$ cat config.mk
export PLATFORM = sky130hd
export DESIGN_NAME = char_lcd_nibble_writer_top
export DESIGN_NICKNAME = d
export VERILOG_FILES = /design/src/lcdnw_pkg.sv /design/src/lcdnw_fifo.sv /design/src/lcdnw_front.sv /design/src/lcdnw_back.sv /design/src/char_lcd_nibble_writer_top.sv
export SDC_FILE = /design/constraint.sdc
export NUM_CORES = 1
export LEC_CHECK = 0
export ABC_AREA = 0
export BUFFER_PORTS_ARGS = -buffer_cell sky130_fd_sc_hd__buf_4
export CAP_MARGIN = 20
export CORE_UTILIZATION = 36
export CTS_CLUSTER_DIAMETER = 80
export CTS_CLUSTER_SIZE = 8
export DETAILED_ROUTE_END_ITERATION = 12
export PLACE_DENSITY = 0.54
export SYNTH_ARGS = -nofsm -noshare
export SYNTH_HDL_FRONTEND = slang
export SYNTH_SLANG_ARGS = --single-unit
$ cat constraint.sdc
create_clock -name clock -period 3.4 [get_ports clock]
set_clock_uncertainty 0.2 [all_clocks]
set_input_delay 0.34 -clock clock [delete_from_list [all_inputs] [get_ports clock]]
set_output_delay 0.34 -clock clock [all_outputs]
set_load 0.02 [all_outputs]
$ cat src/lcdnw_pkg.sv
// Package with the shared types, codes and constants of the character LCD nibble writer.
`timescale 1ns / 1ps

package lcdnw_pkg;

   typedef enum logic [1:0] {
      MODE_COMMAND  = 2'd0,
      MODE_DATA     = 2'd1,
      MODE_INIT     = 2'd2,
      MODE_POSITION = 2'd3
   } mode_type;

   typedef enum logic [2:0] {
      CSR_NUM_LINES     = 3'd0,
      CSR_TALL_FONT     = 3'd1,
      CSR_DISPLAY_FLAGS = 3'd2,
      CSR_ENTRY_FLAGS   = 3'd3,
      CSR_CLOCKS_PER_US = 3'd4
   } csr_index_type;

   typedef enum logic {
      STEP_WAIT   = 1'b0,
      STEP_NIBBLE = 1'b1
   } step_kind_type;

   typedef enum logic {
      FRONT_IDLE = 1'b0,
      FRONT_RUN  = 1'b1
   } front_state_type;

   typedef enum logic [1:0] {
      BACK_IDLE = 2'd0,
      BACK_EMIT = 2'd1,
      BACK_HOLD = 2'd2
   } back_state_type;

   typedef struct packed {
      mode_type    mode;
      logic [7:0]  value;
      logic [6:0]  column;
      logic [1:0]  row;
   } req_type;

   typedef struct packed {
      logic [3:0]  data_nibble;
      logic        register_select;
      logic        enable;
      logic [15:0] hold_us;
      logic        last;
   } rsp_type;

   typedef struct packed {
      logic [2:0]  num_lines;
      logic        tall_font;
      logic [2:0]  display_flags;
      logic [1:0]  entry_flags;
      logic [7:0]  clocks_per_us;
   } cfg_type;

   typedef struct packed {
      step_kind_type kind;
      logic [3:0]    nibble;
      logic          rs;
      logic [15:0]   extra_us;
      logic          last;
   } step_type;

   localparam logic [7:0]  FS_BASE         = 8'h20;
   localparam logic [7:0]  FS_TWO_LINE     = 8'h08;
   localparam logic [7:0]  FS_TALL_FONT    = 8'h04;
   localparam logic [7:0]  DISPLAY_BASE    = 8'h08;
   localparam logic [7:0]  ENTRY_BASE      = 8'h04;
   localparam logic [7:0]  CMD_CLEAR       = 8'h01;
   localparam logic [7:0]  CMD_SET_ADDRESS = 8'h80;
   localparam logic [3:0]  WAKE_NIBBLE     = 4'h3;
   localparam logic [3:0]  FOUR_BIT_NIBBLE = 4'h2;
   localparam logic [15:0] POWER_UP_US     = 16'd50000;
   localparam logic [15:0] WAKE_LONG_US    = 16'd4500;
   localparam logic [15:0] WAKE_SHORT_US   = 16'd150;
   localparam logic [15:0] LONG_CMD_US     = 16'd2000;
   localparam logic [15:0] SETTLE_US       = 16'd100;
   localparam logic [15:0] STROBE_US       = 16'd1;
   localparam logic [3:0]  INIT_LAST_STEP  = 4'd12;
   localparam logic [3:0]  BYTE_LAST_STEP  = 4'd1;

   localparam logic [2:0]  NUM_LINES_RESET     = 3'd1;
   localparam logic        TALL_FONT_RESET     = 1'b0;
   localparam logic [2:0]  DISPLAY_FLAGS_RESET = 3'd4;
   localparam logic [1:0]  ENTRY_FLAGS_RESET   = 2'd2;
   localparam logic [7:0]  CLOCKS_PER_US_RESET = 8'd16;

   function automatic logic [6:0] row_base(input logic [1:0] row);
      logic [6:0] base;
      case (row)
         2'd0:    base = 7'h00;
         2'd1:    base = 7'h40;
         2'd2:    base = 7'h14;
         2'd3:    base = 7'h54;
         default: base = 7'h00;
      endcase
      return base;
   endfunction

endpackage

$ cat src/lcdnw_fifo.sv
// Small register queue that carries nibble steps from the front part to the back part.
`timescale 1ns / 1ps

module lcdnw_fifo #(
   parameter int DEPTH = 4
) (
   input  logic                clock,
   input  logic                reset,
   input  logic                push,
   input  lcdnw_pkg::step_type push_data,
   output logic                full,
   input  logic                pop,
   output lcdnw_pkg::step_type pop_data,
   output logic                empty
);

   localparam int PTR_W = (DEPTH > 1) ? $clog2(DEPTH) : 1;
   localparam int CNT_W = $clog2(DEPTH + 1);

   lcdnw_pkg::step_type mem_ff [DEPTH];
   logic [PTR_W-1:0] wr_ptr_ff, wr_ptr_in;
   logic [PTR_W-1:0] rd_ptr_ff, rd_ptr_in;
   logic [CNT_W-1:0] count_ff, count_in;
   logic             do_push, do_pop;

   assign full     = (count_ff == CNT_W'(DEPTH));
   assign empty    = (count_ff == '0);
   assign do_push  = push && !full;
   assign do_pop   = pop && !empty;
   assign pop_data = mem_ff[rd_ptr_ff];

   always_comb begin
      wr_ptr_in = wr_ptr_ff;
      rd_ptr_in = rd_ptr_ff;
      count_in  = count_ff;
      if (do_push) begin
         wr_ptr_in = (wr_ptr_ff == PTR_W'(DEPTH - 1)) ? '0 : wr_ptr_ff + 1'b1;
      end
      if (do_pop) begin
         rd_ptr_in = (rd_ptr_ff == PTR_W'(DEPTH - 1)) ? '0 : rd_ptr_ff + 1'b1;
      end
      if (do_push && !do_pop) begin
         count_in = count_ff + 1'b1;
      end else if (do_pop && !do_push) begin
         count_in = count_ff - 1'b1;
      end
   end

   always_ff @(posedge clock) begin
      if (reset) begin
         wr_ptr_ff <= '0;
         rd_ptr_ff <= '0;
         count_ff  <= '0;
      end else begin
         wr_ptr_ff <= wr_ptr_in;
         rd_ptr_ff <= rd_ptr_in;
         count_ff  <= count_in;
      end
   end

   always_ff @(posedge clock) begin
      if (do_push) begin
         mem_ff[wr_ptr_ff] <= push_data;
      end
   end

endmodule

$ cat src/lcdnw_front.sv
// Front part: accepts requests, classifies them and breaks them into nibble steps.
`timescale 1ns / 1ps

module lcdnw_front (
   input  logic                clock,
   input  logic                reset,
   input  lcdnw_pkg::cfg_type  cfg,
   input  logic                req_push,
   input  lcdnw_pkg::req_type  req_data,
   output logic                req_full,
   output logic                step_push,
   output lcdnw_pkg::step_type step,
   input  logic                step_full
);

   lcdnw_pkg::front_state_type state_ff, state_in;
   lcdnw_pkg::mode_type        mode_ff, mode_in;
   logic [7:0]                 byte_ff, byte_in;
   logic                       rs_ff, rs_in;
   logic [3:0]                 idx_ff, idx_in;

   logic       accept;
   logic [2:0] lines;
   logic [1:0] row_clamped;
   logic [6:0] address;
   logic [7:0] fs_byte;
   logic [7:0] cur_byte;
   logic       is_byte;
   logic       lo_half;
   logic [3:0] last_idx;

   assign accept = req_push && !req_full;

   always_comb begin
      lines = (cfg.num_lines == 3'd0) ? 3'd1 : cfg.num_lines;
      row_clamped = req_data.row;
      if ({1'b0, req_data.row} >= lines) begin
         row_clamped = 2'(lines - 3'd1);
      end
      address = req_data.column + lcdnw_pkg::row_base(row_clamped);
   end

   always_comb begin
      fs_byte = lcdnw_pkg::FS_BASE;
      if (cfg.num_lines > 3'd1) begin
         fs_byte = fs_byte | lcdnw_pkg::FS_TWO_LINE;
      end
      if (cfg.tall_font && cfg.num_lines == 3'd1) begin
         fs_byte = fs_byte | lcdnw_pkg::FS_TALL_FONT;
      end
   end

   always_comb begin
      state_in = state_ff;
      case (state_ff)
         lcdnw_pkg::FRONT_IDLE: begin
            if (accept) begin
               state_in = lcdnw_pkg::FRONT_RUN;
            end
         end
         lcdnw_pkg::FRONT_RUN: begin
            if (!step_full && step.last) begin
               state_in = lcdnw_pkg::FRONT_IDLE;
            end
         end
         default: state_in = lcdnw_pkg::FRONT_IDLE;
      endcase
   end

   always_comb begin
      req_full  = 1'b1;
      step_push = 1'b0;
      case (state_ff)
         lcdnw_pkg::FRONT_IDLE: req_full = 1'b0;
         lcdnw_pkg::FRONT_RUN:  step_push = 1'b1;
         default: begin
            req_full  = 1'b1;
            step_push = 1'b0;
         end
      endcase
   end

   always_comb begin
      step          = '0;
      step.kind     = lcdnw_pkg::STEP_NIBBLE;
      step.rs       = rs_ff;
      cur_byte      = byte_ff;
      is_byte       = 1'b1;
      lo_half       = idx_ff[0];
      last_idx      = lcdnw_pkg::BYTE_LAST_STEP;
      if (mode_ff == lcdnw_pkg::MODE_INIT) begin
         last_idx = lcdnw_pkg::INIT_LAST_STEP;
         lo_half  = !idx_ff[0];
         case (idx_ff)
            4'd0: begin
               is_byte  = 1'b0;
               step.kind = lcdnw_pkg::STEP_WAIT;
            end
            4'd1, 4'd2: begin
               is_byte       = 1'b0;
               step.nibble   = lcdnw_pkg::WAKE_NIBBLE;
               step.extra_us = lcdnw_pkg::WAKE_LONG_US;
            end
            4'd3: begin
               is_byte       = 1'b0;
               step.nibble   = lcdnw_pkg::WAKE_NIBBLE;
               step.extra_us = lcdnw_pkg::WAKE_SHORT_US;
            end
            4'd4: begin
               is_byte     = 1'b0;
               step.nibble = lcdnw_pkg::FOUR_BIT_NIBBLE;
            end
            4'd5, 4'd6: cur_byte = fs_byte;
            4'd7, 4'd8: cur_byte = lcdnw_pkg::DISPLAY_BASE | {5'd0, cfg.display_flags};
            4'd9, 4'd10: cur_byte = lcdnw_pkg::CMD_CLEAR;
            default: cur_byte = lcdnw_pkg::ENTRY_BASE | {6'd0, cfg.entry_flags};
         endcase
      end
      if (is_byte) begin
         step.nibble = lo_half ? cur_byte[3:0] : cur_byte[7:4];
         if (lo_half && !step.rs && cur_byte >= 8'd1 && cur_byte <= 8'd3) begin
            step.extra_us = lcdnw_pkg::LONG_CMD_US;
         end
      end
      step.last = (idx_ff == last_idx);
   end

   always_comb begin
      mode_in = mode_ff;
      byte_in = byte_ff;
      rs_in   = rs_ff;
      idx_in  = idx_ff;
      if (accept) begin
         mode_in = req_data.mode;
         rs_in   = (req_data.mode == lcdnw_pkg::MODE_DATA);
         idx_in  = '0;
         if (req_data.mode == lcdnw_pkg::MODE_POSITION) begin
            byte_in = lcdnw_pkg::CMD_SET_ADDRESS | {1'b0, address};
         end else begin
            byte_in = req_data.value;
         end
      end else if (step_push && !step_full) begin
         idx_in = idx_ff + 4'd1;
      end
   end

   always_ff @(posedge clock) begin
      if (reset) begin
         state_ff <= lcdnw_pkg::FRONT_IDLE;
         idx_ff   <= '0;
      end else begin
         state_ff <= state_in;
         idx_ff   <= idx_in;
      end
   end

   always_ff @(posedge clock) begin
      mode_ff <= mode_in;
      byte_ff <= byte_in;
      rs_ff   <= rs_in;
   end

endmodule

$ cat src/lcdnw_back.sv
// Back part: turns nibble steps into timed pin states and holds each for its interval.
`timescale 1ns / 1ps

module lcdnw_back (
   input  logic                clock,
   input  logic                reset,
   input  lcdnw_pkg::cfg_type  cfg,
   input  logic                step_empty,
   input  lcdnw_pkg::step_type step_data,
   output logic                step_pop,
   output logic                rsp_empty,
   input  logic                rsp_pop,
   output lcdnw_pkg::rsp_type  rsp_data
);

   lcdnw_pkg::back_state_type state_ff, state_in;
   lcdnw_pkg::step_type       step_ff, step_in;
   logic [1:0]                phase_ff, phase_in;
   logic [15:0]               us_left_ff, us_left_in;
   logic [7:0]                pre_ff, pre_in;
   logic                      out_valid_ff, out_valid_in;
   lcdnw_pkg::rsp_type        out_ff, out_in;

   logic               load_out;
   logic               final_phase;
   logic               tick;
   logic               hold_done;
   lcdnw_pkg::rsp_type pin_state;

   assign rsp_empty = !out_valid_ff;
   assign rsp_data  = out_ff;
   assign hold_done = (us_left_ff == 16'd0);
   assign tick      = ({1'b0, pre_ff} + 9'd1) >= {1'b0, cfg.clocks_per_us};

   always_comb begin
      if (step_ff.kind == lcdnw_pkg::STEP_WAIT) begin
         final_phase = (phase_ff == 2'd0);
      end else begin
         final_phase = (phase_ff == 2'd2);
      end
   end

   always_comb begin
      pin_state                 = '0;
      pin_state.data_nibble     = step_ff.nibble;
      pin_state.register_select = step_ff.rs;
      pin_state.last            = step_ff.last && final_phase;
      if (step_ff.kind == lcdnw_pkg::STEP_WAIT) begin
         pin_state.hold_us = lcdnw_pkg::POWER_UP_US;
      end else begin
         case (phase_ff)
            2'd0: pin_state.hold_us = lcdnw_pkg::STROBE_US;
            2'd1: begin
               pin_state.enable  = 1'b1;
               pin_state.hold_us = lcdnw_pkg::STROBE_US;
            end
            default: pin_state.hold_us = lcdnw_pkg::SETTLE_US + step_ff.extra_us;
         endcase
      end
   end

   always_comb begin
      state_in = state_ff;
      case (state_ff)
         lcdnw_pkg::BACK_IDLE: begin
            if (!step_empty) begin
               state_in = lcdnw_pkg::BACK_EMIT;
            end
         end
         lcdnw_pkg::BACK_EMIT: begin
            if (!out_valid_ff || rsp_pop) begin
               state_in = lcdnw_pkg::BACK_HOLD;
            end
         end
         lcdnw_pkg::BACK_HOLD: begin
            if (hold_done) begin
               state_in = final_phase ? lcdnw_pkg::BACK_IDLE : lcdnw_pkg::BACK_EMIT;
            end
         end
         default: state_in = lcdnw_pkg::BACK_IDLE;
      endcase
   end

   always_comb begin
      step_pop = 1'b0;
      load_out = 1'b0;
      case (state_ff)
         lcdnw_pkg::BACK_IDLE: step_pop = !step_empty;
         lcdnw_pkg::BACK_EMIT: load_out = !out_valid_ff || rsp_pop;
         default: begin
            step_pop = 1'b0;
            load_out = 1'b0;
         end
      endcase
   end

   always_comb begin
      step_in      = step_ff;
      phase_in     = phase_ff;
      us_left_in   = us_left_ff;
      pre_in       = pre_ff;
      out_valid_in = out_valid_ff;
      out_in       = out_ff;
      if (step_pop) begin
         step_in  = step_data;
         phase_in = 2'd0;
      end
      if (load_out) begin
         out_in       = pin_state;
         out_valid_in = 1'b1;
         us_left_in   = pin_state.hold_us;
         pre_in       = 8'd0;
      end else if (rsp_pop && out_valid_ff) begin
         out_valid_in = 1'b0;
      end
      if (state_ff == lcdnw_pkg::BACK_HOLD) begin
         if (hold_done) begin
            if (!final_phase) begin
               phase_in = phase_ff + 2'd1;
            end
         end else if (tick) begin
            pre_in     = 8'd0;
            us_left_in = us_left_ff - 16'd1;
         end else begin
            pre_in = pre_ff + 8'd1;
         end
      end
   end

   always_ff @(posedge clock) begin
      if (reset) begin
         state_ff     <= lcdnw_pkg::BACK_IDLE;
         out_valid_ff <= 1'b0;
         phase_ff     <= '0;
         us_left_ff   <= '0;
         pre_ff       <= '0;
      end else begin
         state_ff     <= state_in;
         out_valid_ff <= out_valid_in;
         phase_ff     <= phase_in;
         us_left_ff   <= us_left_in;
         pre_ff       <= pre_in;
      end
   end

   always_ff @(posedge clock) begin
      step_ff <= step_in;
      out_ff  <= out_in;
   end

endmodule

$ cat src/char_lcd_nibble_writer_top.sv
// Top level of the character LCD nibble writer: configuration registers and part wiring.
//
// A request is pushed on req_push/req_data while req_full is low. Mode command or
// data sends one byte, mode position sends a set-address command built from the
// clamped row and the column, and mode init runs the power-on sequence.
// Each request yields a list of pin states (nibble, RS, E, hold time) on the
// rsp_ queue; the final state of a request has last set. A byte gives six states,
// an initialization gives 37.
// With the back part idle, the first state of a request reaches the rsp_ ports
// via the front state register, step queue, back step register and output register.
// After a state is produced, the next one of the same request appears only when its
// hold time has passed, counted as hold_us microseconds whose length is set by csr
// clocks_per_us through the back part's prescaler. The hold counter in the back part
// and the receiver's pops set the pace of the pin states.
// The front part takes the next request as soon as it has queued the previous one's
// steps, so requests overlap with the pin timing of earlier ones.
// When the receiver does not pop, the back part stalls on its output register and
// the step queue and the front part fill up in turn; nothing is dropped.
// Reset empties the queues and restores the default configuration.
// Configuration is written through csr_write_en, csr_index and csr_wdata.
`timescale 1ns / 1ps

module char_lcd_nibble_writer_top #(
   parameter int QUEUE_DEPTH = 4
) (
   input  logic               clock,
   input  logic               reset,
   input  logic               req_push,
   input  lcdnw_pkg::req_type req_data,
   output logic               req_full,
   output logic               rsp_empty,
   input  logic               rsp_pop,
   output lcdnw_pkg::rsp_type rsp_data,
   input  logic               csr_write_en,
   input  logic [2:0]         csr_index,
   input  logic [7:0]         csr_wdata
);

   lcdnw_pkg::cfg_type  cfg_ff, cfg_in;
   lcdnw_pkg::step_type push_step;
   lcdnw_pkg::step_type pop_step;
   logic                step_push;
   logic                step_full;
   logic                step_pop;
   logic                step_empty;

   always_comb begin
      cfg_in = cfg_ff;
      if (csr_write_en) begin
         case (lcdnw_pkg::csr_index_type'(csr_index))
            lcdnw_pkg::CSR_NUM_LINES:     cfg_in.num_lines     = csr_wdata[2:0];
            lcdnw_pkg::CSR_TALL_FONT:     cfg_in.tall_font     = csr_wdata[0];
            lcdnw_pkg::CSR_DISPLAY_FLAGS: cfg_in.display_flags = csr_wdata[2:0];
            lcdnw_pkg::CSR_ENTRY_FLAGS:   cfg_in.entry_flags   = csr_wdata[1:0];
            lcdnw_pkg::CSR_CLOCKS_PER_US: cfg_in.clocks_per_us = csr_wdata;
            default:                      cfg_in = cfg_ff;
         endcase
      end
   end

   always_ff @(posedge clock) begin
      if (reset) begin
         cfg_ff.num_lines     <= lcdnw_pkg::NUM_LINES_RESET;
         cfg_ff.tall_font     <= lcdnw_pkg::TALL_FONT_RESET;
         cfg_ff.display_flags <= lcdnw_pkg::DISPLAY_FLAGS_RESET;
         cfg_ff.entry_flags   <= lcdnw_pkg::ENTRY_FLAGS_RESET;
         cfg_ff.clocks_per_us <= lcdnw_pkg::CLOCKS_PER_US_RESET;
      end else begin
         cfg_ff <= cfg_in;
      end
   end

   lcdnw_front u_front (
      .clock     (clock),
      .reset     (reset),
      .cfg       (cfg_ff),
      .req_push  (req_push),
      .req_data  (req_data),
      .req_full  (req_full),
      .step_push (step_push),
      .step      (push_step),
      .step_full (step_full)
   );

   lcdnw_fifo #(
      .DEPTH (QUEUE_DEPTH)
   ) u_fifo (
      .clock     (clock),
      .reset     (reset),
      .push      (step_push),
      .push_data (push_step),
      .full      (step_full),
      .pop       (step_pop),
      .pop_data  (pop_step),
      .empty     (step_empty)
   );

   lcdnw_back u_back (
      .clock      (clock),
      .reset      (reset),
      .cfg        (cfg_ff),
      .step_empty (step_empty),
      .step_data  (pop_step),
      .step_pop   (step_pop),
      .rsp_empty  (rsp_empty),
      .rsp_pop    (rsp_pop),
      .rsp_data   (rsp_data)
   );

endmodule

# After elaboration in Yosys (flattened, before gate mapping)
# Memory sizes are Yosys's and may differ from the RTL's. A register that Yosys moved wholly into a read port is not among the register bits.
# Index checks and enable logic that the tools add are counted.
[totals]
inputBits = 35
mem_count = 1
word_cells = 175
ff_bits = 92
ramBits = 92
out_inout_bits = 25
[op_classes]
muxes = 56
reduce_logical = 44
n_eq_ne = 32
magnitude_cmp = 5
add_sub_neg = 12
bitwise = 1
[memory_table]
columns = ["memory", "depth", "width", "rd", "rd_clocked_by_memory_dff", "wr", "line_no", "text"]
rows = [
  ["u_fifo.mem_ff", 4, 23, 1, 1, 1, "lcdnw_fifo.sv:20", "lcdnw_pkg::step_type mem_ff [DEPTH];"],
]
[op_table]
columns = ["operator", "count"]
rows = [
  ["$mux 16", 9],
  ["$mux 8", 5],
  ["$pmux 8 s4", 1],
  ["$pmux 7 s4", 1],
  ["$pmux 13 s2", 1],
  ["$mux 2", 10],
  ["$add 7x16->16 const A", 1],
  ["$eq 2x2->1 const B", 8],
  ["$eq 4x3->1 const B", 4],
  ["$logic_not 16->1", 1],
  ["$mux 1", 16],
  ["$mux 4", 4],
  ["$sub 16x1->16 const B", 1],
  ["$eq 4x4->1 const B", 3],
  ["$logic_and 1x1->1", 12],
  ["$mux 3", 4],
  ["$reduce_or 2->1", 6],
  ["$reduce_and 2->1", 5],
  ["$add 8x1->9 const B", 1],
  ["$ge 9x8->1", 1],
  ["$logic_not 3->1", 3],
  ["$add 8x1->8 const B", 1],
  ["$eq 2x1->1 const B", 4],
  ["$eq 4x2->1 const B", 2],
  ["other kinds (31)", 46],
]

# Logic depth before layout (Yosys ltp)
# Gate-level depths: netlist of run 1.
[depth]
depth_word = 10
ltp_mapped = 14
mapped_depth_nobuf = 14

# By module
# From an unflattened synthesis of run 1, not the netlist that was laid out.
[unflattened]
hier_cells = 750
area_unflattened_um2 = 9644.2
[modules_own_cells]
columns = ["module", "seq_area_each_um2", "instances", "cells_each", "area_per_inst_um2"]
rows = [
  ["lcdnw_fifo", 2942.8, 1, 170, 3803.6],
  ["lcdnw_back", 1961.9, 1, 338, 3642.2],
  ["lcdnw_front", 430.4, 1, 171, 1437.6],
  ["char_lcd_nibble_writer_top", 340.3, 1, 71, 760.7],
]

# Worst setup path after synthesis of run 1
# No wires, ideal clock.
[synth_timing]
kind = "reg-to-reg"
from = "reg cfg_ff[16] in the netlist's numbering"
to = "reg u_front.byte_ff[6] (data pin)"
period_less_slack_ns = 3.020
required_ns = 2.940
arrival_time_ns = 2.560
n_path_buf = 0
slack_ns = 0.380
setup_time_ns = 0.260
path_stages_with_launch = 15
path_cell_list = "dfxtp_1 > nor2_1 > or2_2 > ha_1 > nand2b_1 > a21oi_1 > o21ai_0 > o31ai_1 > ha_1 > ha_1 > a21oi_1 > nor2b_1 > xnor2_1 > xnor2_1 > mux2_2"
[synth_between]
elab_chain_len = 8
elab_cells_between_ends = 12
cone_classes = "add/sub: 2; order compare: 1; eq/ne: 3; mux: 4; reduce/logical: 2"
[synth_rtl]
columns = ["element", "line_no", "text"]
rows = [
  ["start: declaration", "char_lcd_nibble_writer_top.sv:39", "lcdnw_pkg::cfg_type cfg_ff, cfg_in;"],
  ["start signal: assignment", "char_lcd_nibble_writer_top.sv:69", "cfg_ff <= cfg_in;"],
  ["$logic_not 3->1", "lcdnw_front.sv:35", "lines = (cfg.num_lines == 3'd0) ? 3'd1 : cfg.num_lines;"],
  ["$mux 3 (*)", "lcdnw_front.sv:35", ""],
  ["$ge 2x3->1 or $sub 2x1->2 (tied branches)", "lcdnw_front.sv:37, lcdnw_front.sv:38", ""],
  ["$mux 2 (*)", "lcdnw_front.sv:37", "if ({1'b0, req_data.row} >= lines) begin"],
  ["$eq 2x2->1, or another cell as far along", "lcdnw_pkg.sv:94", "case (row)"],
  ["$pmux 7 s4 (*)", "lcdnw_pkg.sv:94", ""],
  ["$add 7x7->7 (*)", "lcdnw_front.sv:40", "address = req_data.column + lcdnw_pkg::row_base(row_clamped);"],
  ["$mux 7 (*)", "lcdnw_front.sv:137", "if (req_data.mode == lcdnw_pkg::MODE_POSITION) begin"],
  ["end signal: assignment", "lcdnw_front.sv:159", "byte_ff <= byte_in;"],
  ["end: declaration", "lcdnw_front.sv:18", "logic [7:0] byte_ff, byte_in;"],
]
# Mark *: on every way between the ends. The rest lies on a longest branch, timed or not. The select of a mux whose other input is x is not followed.
# A chain may end at the register's enable or synchronous reset.

# Worst setup path in the final report of run 1
# Same ends and word-level chain as after synthesis.

==> impl_metrics.toml, run 1 <==
[critical_path]
critPathCaptureType = "flop"
cpMaxStageDelayCell = "dfxtp_2"
startpoint_type = "flop"
cp.arrival_ns = 3.25
reg2reg_depth = 14
crit_required_ns = 3.37
crit_type = "reg -> reg"
worst-path-max-fanout = 6
r2r_start = "cfg_ff[16]"
cp-startpoint = "cfg_ff[16]"
crit_chain = "nor2_1 > or2_2 > ha_1 > nand2b_1 > a21oi_2 > o21ai_0 > o31ai_1 > ha_2 > ha_1 > a21oi_1 > nor2b_1 > xnor2_1 > xnor2_1 > mux2_2"
slowest_delay_ns = 0.37

[placed_design]
dp_hpwl_um = 10900
pre_cts_ws_ns = 0.0285
port_buffers = 58
place.gp.congestion = 0.841

[synth]
ys_seq_elements = 155
synth_nets = 702
ys_types = 74
ys_warn_count = 0
syn_inst = 637
synth_edf_count = 97
synthFlopType = "edfxtp_1"
avgSynthCellArea_um2 = 11.5
synth_area_mm2 = 0.00731
yosysSeqAreaShare_pct = 55.7
synthArstFlopShare_pct = 0

[pwr]
ir_worst_vdd_uv = 365
power_mw = 5.99
p_sw_share_pct = 31.3
p_int_mw = 4.12
pwr-share-clk_pct = 31.7
switching_power_mw = 1.87
combPwrFrac_pct = 25.3
leakage_nw = 3.21
pwr_density_cell_mw_per_mm2 = 683
seq_power_share_pct = 43.1

[floorplanning]
dieHeight_um = 145
die_w_um = 145
ios = 60
start_util_pct = 37.2
core_mm2 = 0.0197
dieArea_mm2 = 0.0209
row_count = 51

[layout]
fin_util_pct = 44.6
area_delta_synth_final_pct = 20.0
layout.nets = 777
diodes = 0
final_common_cell = "edfxtp_1"
layout_common_cells = "97 x edfxtp_1, 70 x buf_4, 64 x nand2_1"
drive_above_1_share_pct = 19.7

[outcome]
status = "completed"

[drt]
wl_met3_um = 693
vias_per_cell = 5.23
via_count = 5181
dr.pass1.iters = 5
route.layer.met1.wl_um = 7140
routed_wl_um = 15900
drt_iter0_markers = 428
top_layer_used = "met4"
wl_per_cell_um = 16.0
route.met2.wl_um = 7690
postRouteAntennaNets = 0
route.detailed.drc = 0

[global_route]
grt_pass1_vias = 5089
grt_pass1_wl_um = 25600
grt_use_total_pct = 16.2
antenna_found_initial = 0
grt_max_degree = 50
grt_overflow_total = 0

[timing]
setup_ws_ns = 0.121
hold_slack_ns = 0.0206
period_needed_ns = 3.28
slew_violations = 0
slew_headroom_pct = 49.8
finalSetupViolCount = 0
finalHoldViolations = 0
fin_crit_sh_pct = 96.4
fmax_mhz = 305
setup_tns_ns = 0
rsz0062_at_grt = "true"
worstMarginPinSlew_ns = 0.747

[worst_hold_path]
min_path_type = "in -> reg"
min_path_cells = 3
min_from = "rsp_pop"

[clock_network]
cts_buffers = 17
clk_path_buf_depth = 2
htreeDepth = 4
root_buffer = "clkbuf_16"
worstSkewPairLatency_ns = 0.42
cts_tree = "built"
cts_setup_buffers = 0
cts.sinks = 155
clkSlewWorstSetupHoldPaths_ns = 0.07

[run]
cap_violations = 0
timing repair:
item	4_1_cts	5_1_grt
endpoints found under the hold margin	18	0
hold buffers	13	0
resized for setup	0	7
endpoints found under the setup margin	0	7
synth_stat cells, types with 13 or more instances:
cell	number	area share, %
nor2_1	47	2.4
o21ai_0	19	1.3
nand2_1	64	3.3
a31oi_1	16	1.4
ha_1	29	5.0
inv_1	29	1.5
edfxtp_1	97	40
clkbuf_1	16	0.82
dfxtp_1	58	16
nand3_1	14	0.96
mux2i_1	14	1.9
mux4_2	13	4.0
nor3_1	19	1.3
a21oi_1	37	2.5
area by class of cell:
class	count	area [um2]
inverters	30	113
clock inverters	13	139
fillers	1836	10900
repair buffers	83	656
clock buffers	19	454
well taps	265	332
flip-flops and latches	155	4080
multi-input cells	425	3010
per-stage QoR:
stage / instances / instance area [um2]
3_3_place_gp: 944 / 8020
2_1_floorplan: 637 / 7310
5_1_grt: 990 / 8770
4_1_cts: 989 / 8750
3_5_place_dp: 944 / 8020
6_report: 990 / 8770
state kept, by name, summed over array words and instances, names as in the netlist:
signal               count
u_front.state_ff         1
u_fifo.count_ff          3
u_front.byte_ff          8
u_back.state_ff          2
u_fifo.wr_ptr_ff         2
u_front.idx_ff           4
u_back.pre_ff            8
u_fifo.rd_ptr_ff         2
u_back.pin_state         5
u_front.mode_ff          2
u_front.rs_ff            1
u_back.us_left_ff       16
u_back.rsp_data         21
u_back.phase_ff          2
u_back.out_valid_ff      1
u_back.step_ff           8
u_fifo.mem_ff           52
cfg_ff                  17
cell families (layout without fill, tap and decap cells):
group | count (synthesis) | in the layout | synth area share, %
simple gates | 219 | 219 | 15.4
flops | 155 | 155 | 55.7
compound gates | 125 | 125 | 11.3
buf+inv | 57 | 145 | 3.41
mux | 34 | 34 | 7.00
fa+ha+maj | 30 | 30 | 5.24
xor+xnor | 16 | 16 | 1.92
other cells | 1 | 1 | 0.0513
path summary, 6_finish.rpt:
path / end / slack (ns)
worst max-delay path: u_front.byte_ff[6] / 0.12
worst min-delay path: u_back.out_valid_ff / 0.02
worst max register to register: u_front.byte_ff[6] / 0.12
worst min register to register: u_back.rsp_data[21] / 0.22
critical path, delay by kind of cell (launching register included):
| family | cells | cell delay (ns) |
|---|---|---|
| adders and majority gates | 3 | 0.75 |
| and+or+nand+nor | 4 | 0.70 |
| AOI/OAI and AO/OA | 4 | 0.50 |
| DFF | 1 | 0.37 |
| muxes | 1 | 0.27 |
| xor gates and xnor gates | 2 | 0.25 |
per-layer routing:
metal	up-vias	track usage, %
met4	0	6.98
met3	24	3.71
met1	2464	19.7
met5	-	0
met2	177	27.5
li1	2516	-
power by group through the flow:
| stage | logic, mW | registers, mW | clock network, mW |
|---|---|---|---|
| 4_1_cts | 1.52 | 2.58 | 1.94 |
| 2_1_floorplan | 0.980 | 2.63 | 0 |
| 3_5_place_dp | 1.50 | 2.62 | 0 |
| 3_3_place_gp | 1.46 | 2.61 | 0 |
| 5_1_grt | 1.66 | 2.62 | 2.02 |
| 6_report | 1.51 | 2.58 | 1.90 |
Note: power is estimated with default switching activity, not from simulation.
==> run 2, diff against run 1 <==
==> constraint.sdc (replaced) <==
create_clock -name clock -period 3.4 [get_ports clock]
set_clock_uncertainty 0.2 [all_clocks]
set_input_delay 0 -clock clock [delete_from_list [all_inputs] [get_ports clock]]
set_output_delay 0 -clock clock [all_outputs]
set_load 0.02 [all_outputs]
==> impl_metrics.toml, run 2 (synthesis gave the netlist of run 1 again) <==
[layout]
area_delta_synth_final_pct = 25.1
largest_reg_flops = 52
diodes = 0
layout_common_cells = "97 x edfxtp_1, 69 x buf_4, 64 x nand2_1"
largest-register = "u_fifo.mem_ff"
final_common_cell = "edfxtp_1"
drive_above_1_share_pct = 18.4
layout.nets = 814

[outcome]
status = "completed"

[drt]
postRouteAntennaNets = 0
drt_iter0_markers = 272
dr.pass1.iters = 5
route.detailed.drc = 0
vias_per_cell = 5.16
wl_per_cell_um = 15.5
routed_wl_um = 15900
via_count = 5299

[clock_network]
worstSkewPairLatency_ns = 0.42
clkSlewWorstSetupHoldPaths_ns = 0.06
clk_path_buf_depth = 2
cts_buffers = 17
cts.sinks = 155
root_buffer = "clkbuf_16"
htreeDepth = 4
cts_tree = "built"

[global_route]
grt_overflow_total = 0
grt_use_total_pct = 16.4
antenna_found_initial = 0
grt_pass1_wl_um = 26000
grt_max_degree = 50
grt_pass1_vias = 5294

[timing]
setup_tns_ns = 0
worstMarginPinSlew_ns = 1.03
hold_slack_ns = 0.00189
fin_crit_sh_pct = 95.7
fmax_mhz = 307
finalSetupViolCount = 0
rsz0062_at_grt = "true"
finalHoldViolations = 0
period_needed_ns = 3.25
slew_violations = 0
slew_headroom_pct = 30.9

[floorplanning]
start_util_pct = 37.2
row_count = 51
dieArea_mm2 = 0.0209
core_mm2 = 0.0197
die_w_um = 145
ios = 60
dieHeight_um = 145

[pwr]
ir_worst_vdd_uv = 464
leakage_nw = 3.38
pwr_density_cell_mw_per_mm2 = 657

[critical_path]
cp-startpoint = "cfg_ff[16]"
reg2reg_to = "u_front.byte_ff[4]"
cpMaxStageDelayCell = "dlygate4sd3_1"
cp-endpoint = "u_front.byte_ff[4]"
crit_chain = "nor2_1 > or2_2 > ha_1 > nand2b_1 > a21oi_2 > o21ai_0 > o31ai_1 > ha_2 > ha_1 > xnor2_1 > o21ai_0 > dlygate4sd3_1"
reg2reg_depth = 12
startpoint_type = "flop"
r2r_start = "cfg_ff[16]"
cp.arrival_ns = 3.22
crit_required_ns = 3.37
r2r_setup_slack_ns = 0.15
worst-path-max-fanout = 6
crit_type = "reg -> reg"
slowest_delay_ns = 0.56
critPathCaptureType = "flop"

[placed_design]
place.gp.congestion = 0.835
port_buffers = 58
dp_hpwl_um = 10700

[run]
cap_violations = 0

[worst_hold_path]
min_path_type = "in -> reg"
run 2: worst min-delay path by stage:
stage	startpoint	to	slack (ns)	cells after the start
floorplan	req_data[17]	u_front.mode_ff[0]	-0.10	0
global placement	req_data[17]	u_front.mode_ff[0]	-0.005	1
detailed placement	req_data[17]	u_front.mode_ff[0]	-0.004	1
CTS	req_data[4]	u_front.byte_ff[3]	0.002	4
global route	req_data[4]	u_front.byte_ff[3]	0.02	4
finish	req_data[4]	u_front.byte_ff[3]	0.002	4
run 2: area by class of cell:
type / instances / area (um2)
Multi-Input combinational cell: 425 / 3000
Timing Repair Buffer: 120 / 1030
Clock buffer: 20 / 479
Inverter: 30 / 113
Fill cell: 1830 / 10500
Tap cell: 265 / 332
Clock inverter: 12 / 126
Sequential cell: 155 / 4080
run 2: timing repair:
| item | CTS | global route |
|---|---|---|
| endpoints found under the hold margin | 56 | 0 |
| resized for setup | 0 | 5 |
| setup endpoints to repair | 0 | 10 |
| buffers inserted | 0 | 0 |
| hold buffers | 51 | 0 |
run 2: per-stage QoR:
| step | setup slack (ns) | total power, mW | cell area (um2) | std cells | util [%] |
|---|---|---|---|---|---|
| after floorplan | 0.380 | 3.61 | 7310 | 637 | - |
| after global placement | 0.259 | 4.08 | 8020 | 944 | 40.8 |
| after detailed placement | 0.113 | 4.13 | 8020 | 944 | 40.8 |
| after CTS | 0.0455 | 6.08 | 9140 | 1027 | 46.5 |
| after global routing | -0.000746 | 6.34 | 9150 | 1027 | 46.5 |
| final | 0.147 | 6.01 | 9150 | 1027 | 46.5 |
run 2: power by group:
part	switching, mW	leakage [nW]	internal, mW	total [mW]
clock network	0.786	0.298	1.11	1.90
registers	0.191	1.37	2.39	2.58
logic	0.918	1.71	0.615	1.53
run 2: routing by layer:
metal  vias up  share of wire, %  GRT usage (%)
met5         -                 0              0
met4         0               2.2           6.93
met3        26               3.9           3.41
met2       147                48           27.8
met1      2539                45           20.1
li1       2587                 -              -
run 2: critical path, delay by kind of cell (launching register included):
kind | cells | cell delay (ns)
adder cells (fa/ha/maj) | 3 | 0.70
XOR/XNOR | 1 | 0.14
flip-flops | 1 | 0.36
AND/OR/NAND/NOR | 3 | 0.54
buffers and inverters | 1 | 0.56
AO/OA/AOI/OAI | 4 | 0.50
==> run 3, diff against run 2 <==
--- a/config.mk
+++ b/config.mk
@@ -13,6 +13,7 @@
 export CTS_CLUSTER_SIZE = 8
 export DETAILED_ROUTE_END_ITERATION = 12
 export PLACE_DENSITY = 0.54
+export RECOVER_POWER = 100
 export SYNTH_ARGS = -nofsm -noshare
 export SYNTH_HDL_FRONTEND = slang
 export SYNTH_SLANG_ARGS = --single-unit
==> impl_metrics.toml, run 3 (synthesis gave the netlist of run 1 again) <==
[layout]
largest-register = "u_fifo.mem_ff"
largest_reg_flops = 52
drive_above_1_share_pct = 14.0
layout_common_cells = "97 x edfxtp_1, 64 x nand2_1, 57 x dfxtp_1"
final_area_mm2 = 0.00903
final_common_cell = "edfxtp_1"
diodes = 0
area_delta_synth_final_pct = 23.5
layout.nets = 814

[global_route]
grt_pass1_vias = 5294
grt_overflow_total = 0
grt_pass1_wl_um = 26000
grt_use_total_pct = 16.4
grt_max_degree = 50
antenna_found_initial = 0

[clock_network]
root_buffer = "clkbuf_16"
clkSlewWorstSetupHoldPaths_ns = 0.06
cts.sinks = 155
worstSkewPairLatency_ns = 0.42
clk_path_buf_depth = 2
cts_buffers = 17
htreeDepth = 4
cts_tree = "built"

[critical_path]
crit_chain = "nor2_1 > or2_2 > ha_1 > nand2b_1 > a21oi_2 > o21ai_0 > o31ai_1 > ha_1 > ha_1 > xnor2_1 > o21ai_0 > dlygate4sd3_1"
cpMaxStageDelayCell = "dlygate4sd3_1"
crit_buf_inv = 1
crit_top_cell = "ha_1"
worst-path-max-fanout = 6
reg2reg_depth = 12
critPathTopFamily = "adder cells"
r2r_start = "cfg_ff[16]"
crit_required_ns = 3.37
r2r_setup_slack_ns = 0.16
startpoint_type = "flop"
cp.arrival_ns = 3.21
crit_type = "reg -> reg"
critPathCaptureType = "flop"
reg2reg_to = "u_front.byte_ff[4]"
slowest_delay_ns = 0.56

[worst_hold_path]
min_path_type = "in -> reg"
min_from = "req_data[4]"
whs_endpoint = "u_front.byte_ff[3]"
min_path_cells = 4

[timing]
period_needed_ns = 3.24
hold_slack_ns = -0.00328
worstMarginPinSlew_ns = 1.88
fmax_mhz = 309
slew_violations = 39
finalHoldViolations = 1
rsz0062_at_grt = "true"
slew_headroom_pct = -25.1
setup_tns_ns = 0
finalSetupViolCount = 0
fin_crit_sh_pct = 95.3

[drt]
routed_wl_um = 15900
dr.pass1.iters = 4
route.detailed.drc = 0
wl_per_cell_um = 15.5
vias_per_cell = 5.13
drt_iter0_markers = 286
postRouteAntennaNets = 0
via_count = 5268

[pwr]
p_int_mw = 4.06
seq_power_share_pct = 43.4
ir_worst_vdd_uv = 464
p_sw_share_pct = 31.9
leakage_nw = 3.27
switching_power_mw = 1.90
pwr-share-clk_pct = 32.0
pwr_density_cell_mw_per_mm2 = 659
combPwrFrac_pct = 24.6

[run]
cap_violations = 1

[placed_design]
port_buffers = 58
dp_hpwl_um = 10700
postPlaceCellArea_mm2 = 0.00802
place.gp.congestion = 0.835

[floorplanning]
row_count = 51
start_util_pct = 37.2
dieHeight_um = 145
core_mm2 = 0.0197
die_w_um = 145
dieArea_mm2 = 0.0209
ios = 60

[outcome]
violations = "negative hold slack, max-capacitance violations, max-slew violations"
status = "complete, but fails checks"
==> run 3: cell types whose count changed in the layout (fill, tap and decap cells not counted) <==
cell	change
buf_4	-30
clkbuf_1	+30
and2_0	+7
and2_1	-7
a21o_1	+1
a21o_2	-1
ha_1	+1
ha_2	-1
mux2_1	+1
mux2_2	-1
==> run 3: worst max path at each step <==
stage	start	endpoint	slack [ns]	depth (start not counted)
after floorplan	cfg_ff[16]	u_front.byte_ff[6]	0.38	14
after CTS	cfg_ff[16]	u_front.byte_ff[4]	0.05	12
after detailed placement	u_back.pre_ff[0]	u_back.us_left_ff[10]	0.11	11
final	cfg_ff[16]	u_front.byte_ff[4]	0.16	12
after global placement	cfg_ff[16]	u_front.byte_ff[6]	0.26	14
after global routing	u_back.pre_ff[0]	u_back.us_left_ff[9]	-0.0007	11
==> run 3: power groups by stage <==
stage,registers [mW],clock network [mW],logic (mW)
global route,2.62,2.03,1.62
detailed placement,2.63,0,1.50
global placement,2.62,0,1.46
CTS,2.59,1.95,1.55
finish,2.59,1.90,1.47
floorplan,2.63,0,0.980
==> run 3: repair_timing <==
action / 4_1_cts / 5_1_grt
hold buffers: 51 / 0
endpoints found under the hold margin: 56 / 0
gates resized for setup: 0 / 5
buffers inserted: 0 / 0
setup endpoints to repair: 0 / 10
==> run 3: final cells by class <==
class	instances	area, um2
Fill cell	1850	10600
Sequential cell	155	4080
Clock inverter	12	126
Multi-Input combinational cell	425	2990
Timing Repair Buffer	120	916
Inverter	30	113
Clock buffer	20	479
Tap cell	265	332
==> run 3: metrics by stage <==
| step | utilization, % | worst slack (ns) | total power [mW] | std cells |
|---|---|---|---|---|
| after detailed placement | 40.8 | 0.113 | 4.13 | 944 |
| after floorplan | - | 0.380 | 3.61 | 637 |
| after global routing | 46.0 | -0.000745 | 6.28 | 1027 |
| after CTS | 46.5 | 0.0455 | 6.08 | 1027 |
| final | 46.0 | 0.159 | 5.96 | 1027 |
| after global placement | 40.8 | 0.259 | 4.08 | 944 |
==> run 3: worst register-to-register path, cell delays in order (launching register included) <==
cell           delay, ns
dfxtp_2             0.36
nor2_1              0.08
or2_2               0.29
ha_1                0.28
nand2b_1            0.17
a21oi_2             0.21
o21ai_0             0.10
o31ai_1             0.10
ha_1                0.23
ha_1                0.19
xnor2_1             0.14
o21ai_0             0.09
dlygate4sd3_1       0.56
==> run 3: layer usage <==
layer	wire length [um]	GRT usage, %	vias up
met5	0	0	-
met4	330	6.93	0
met3	614	3.41	22
met2	7670	27.8	139
met1	7260	20.1	2520
li1	-	-	2587
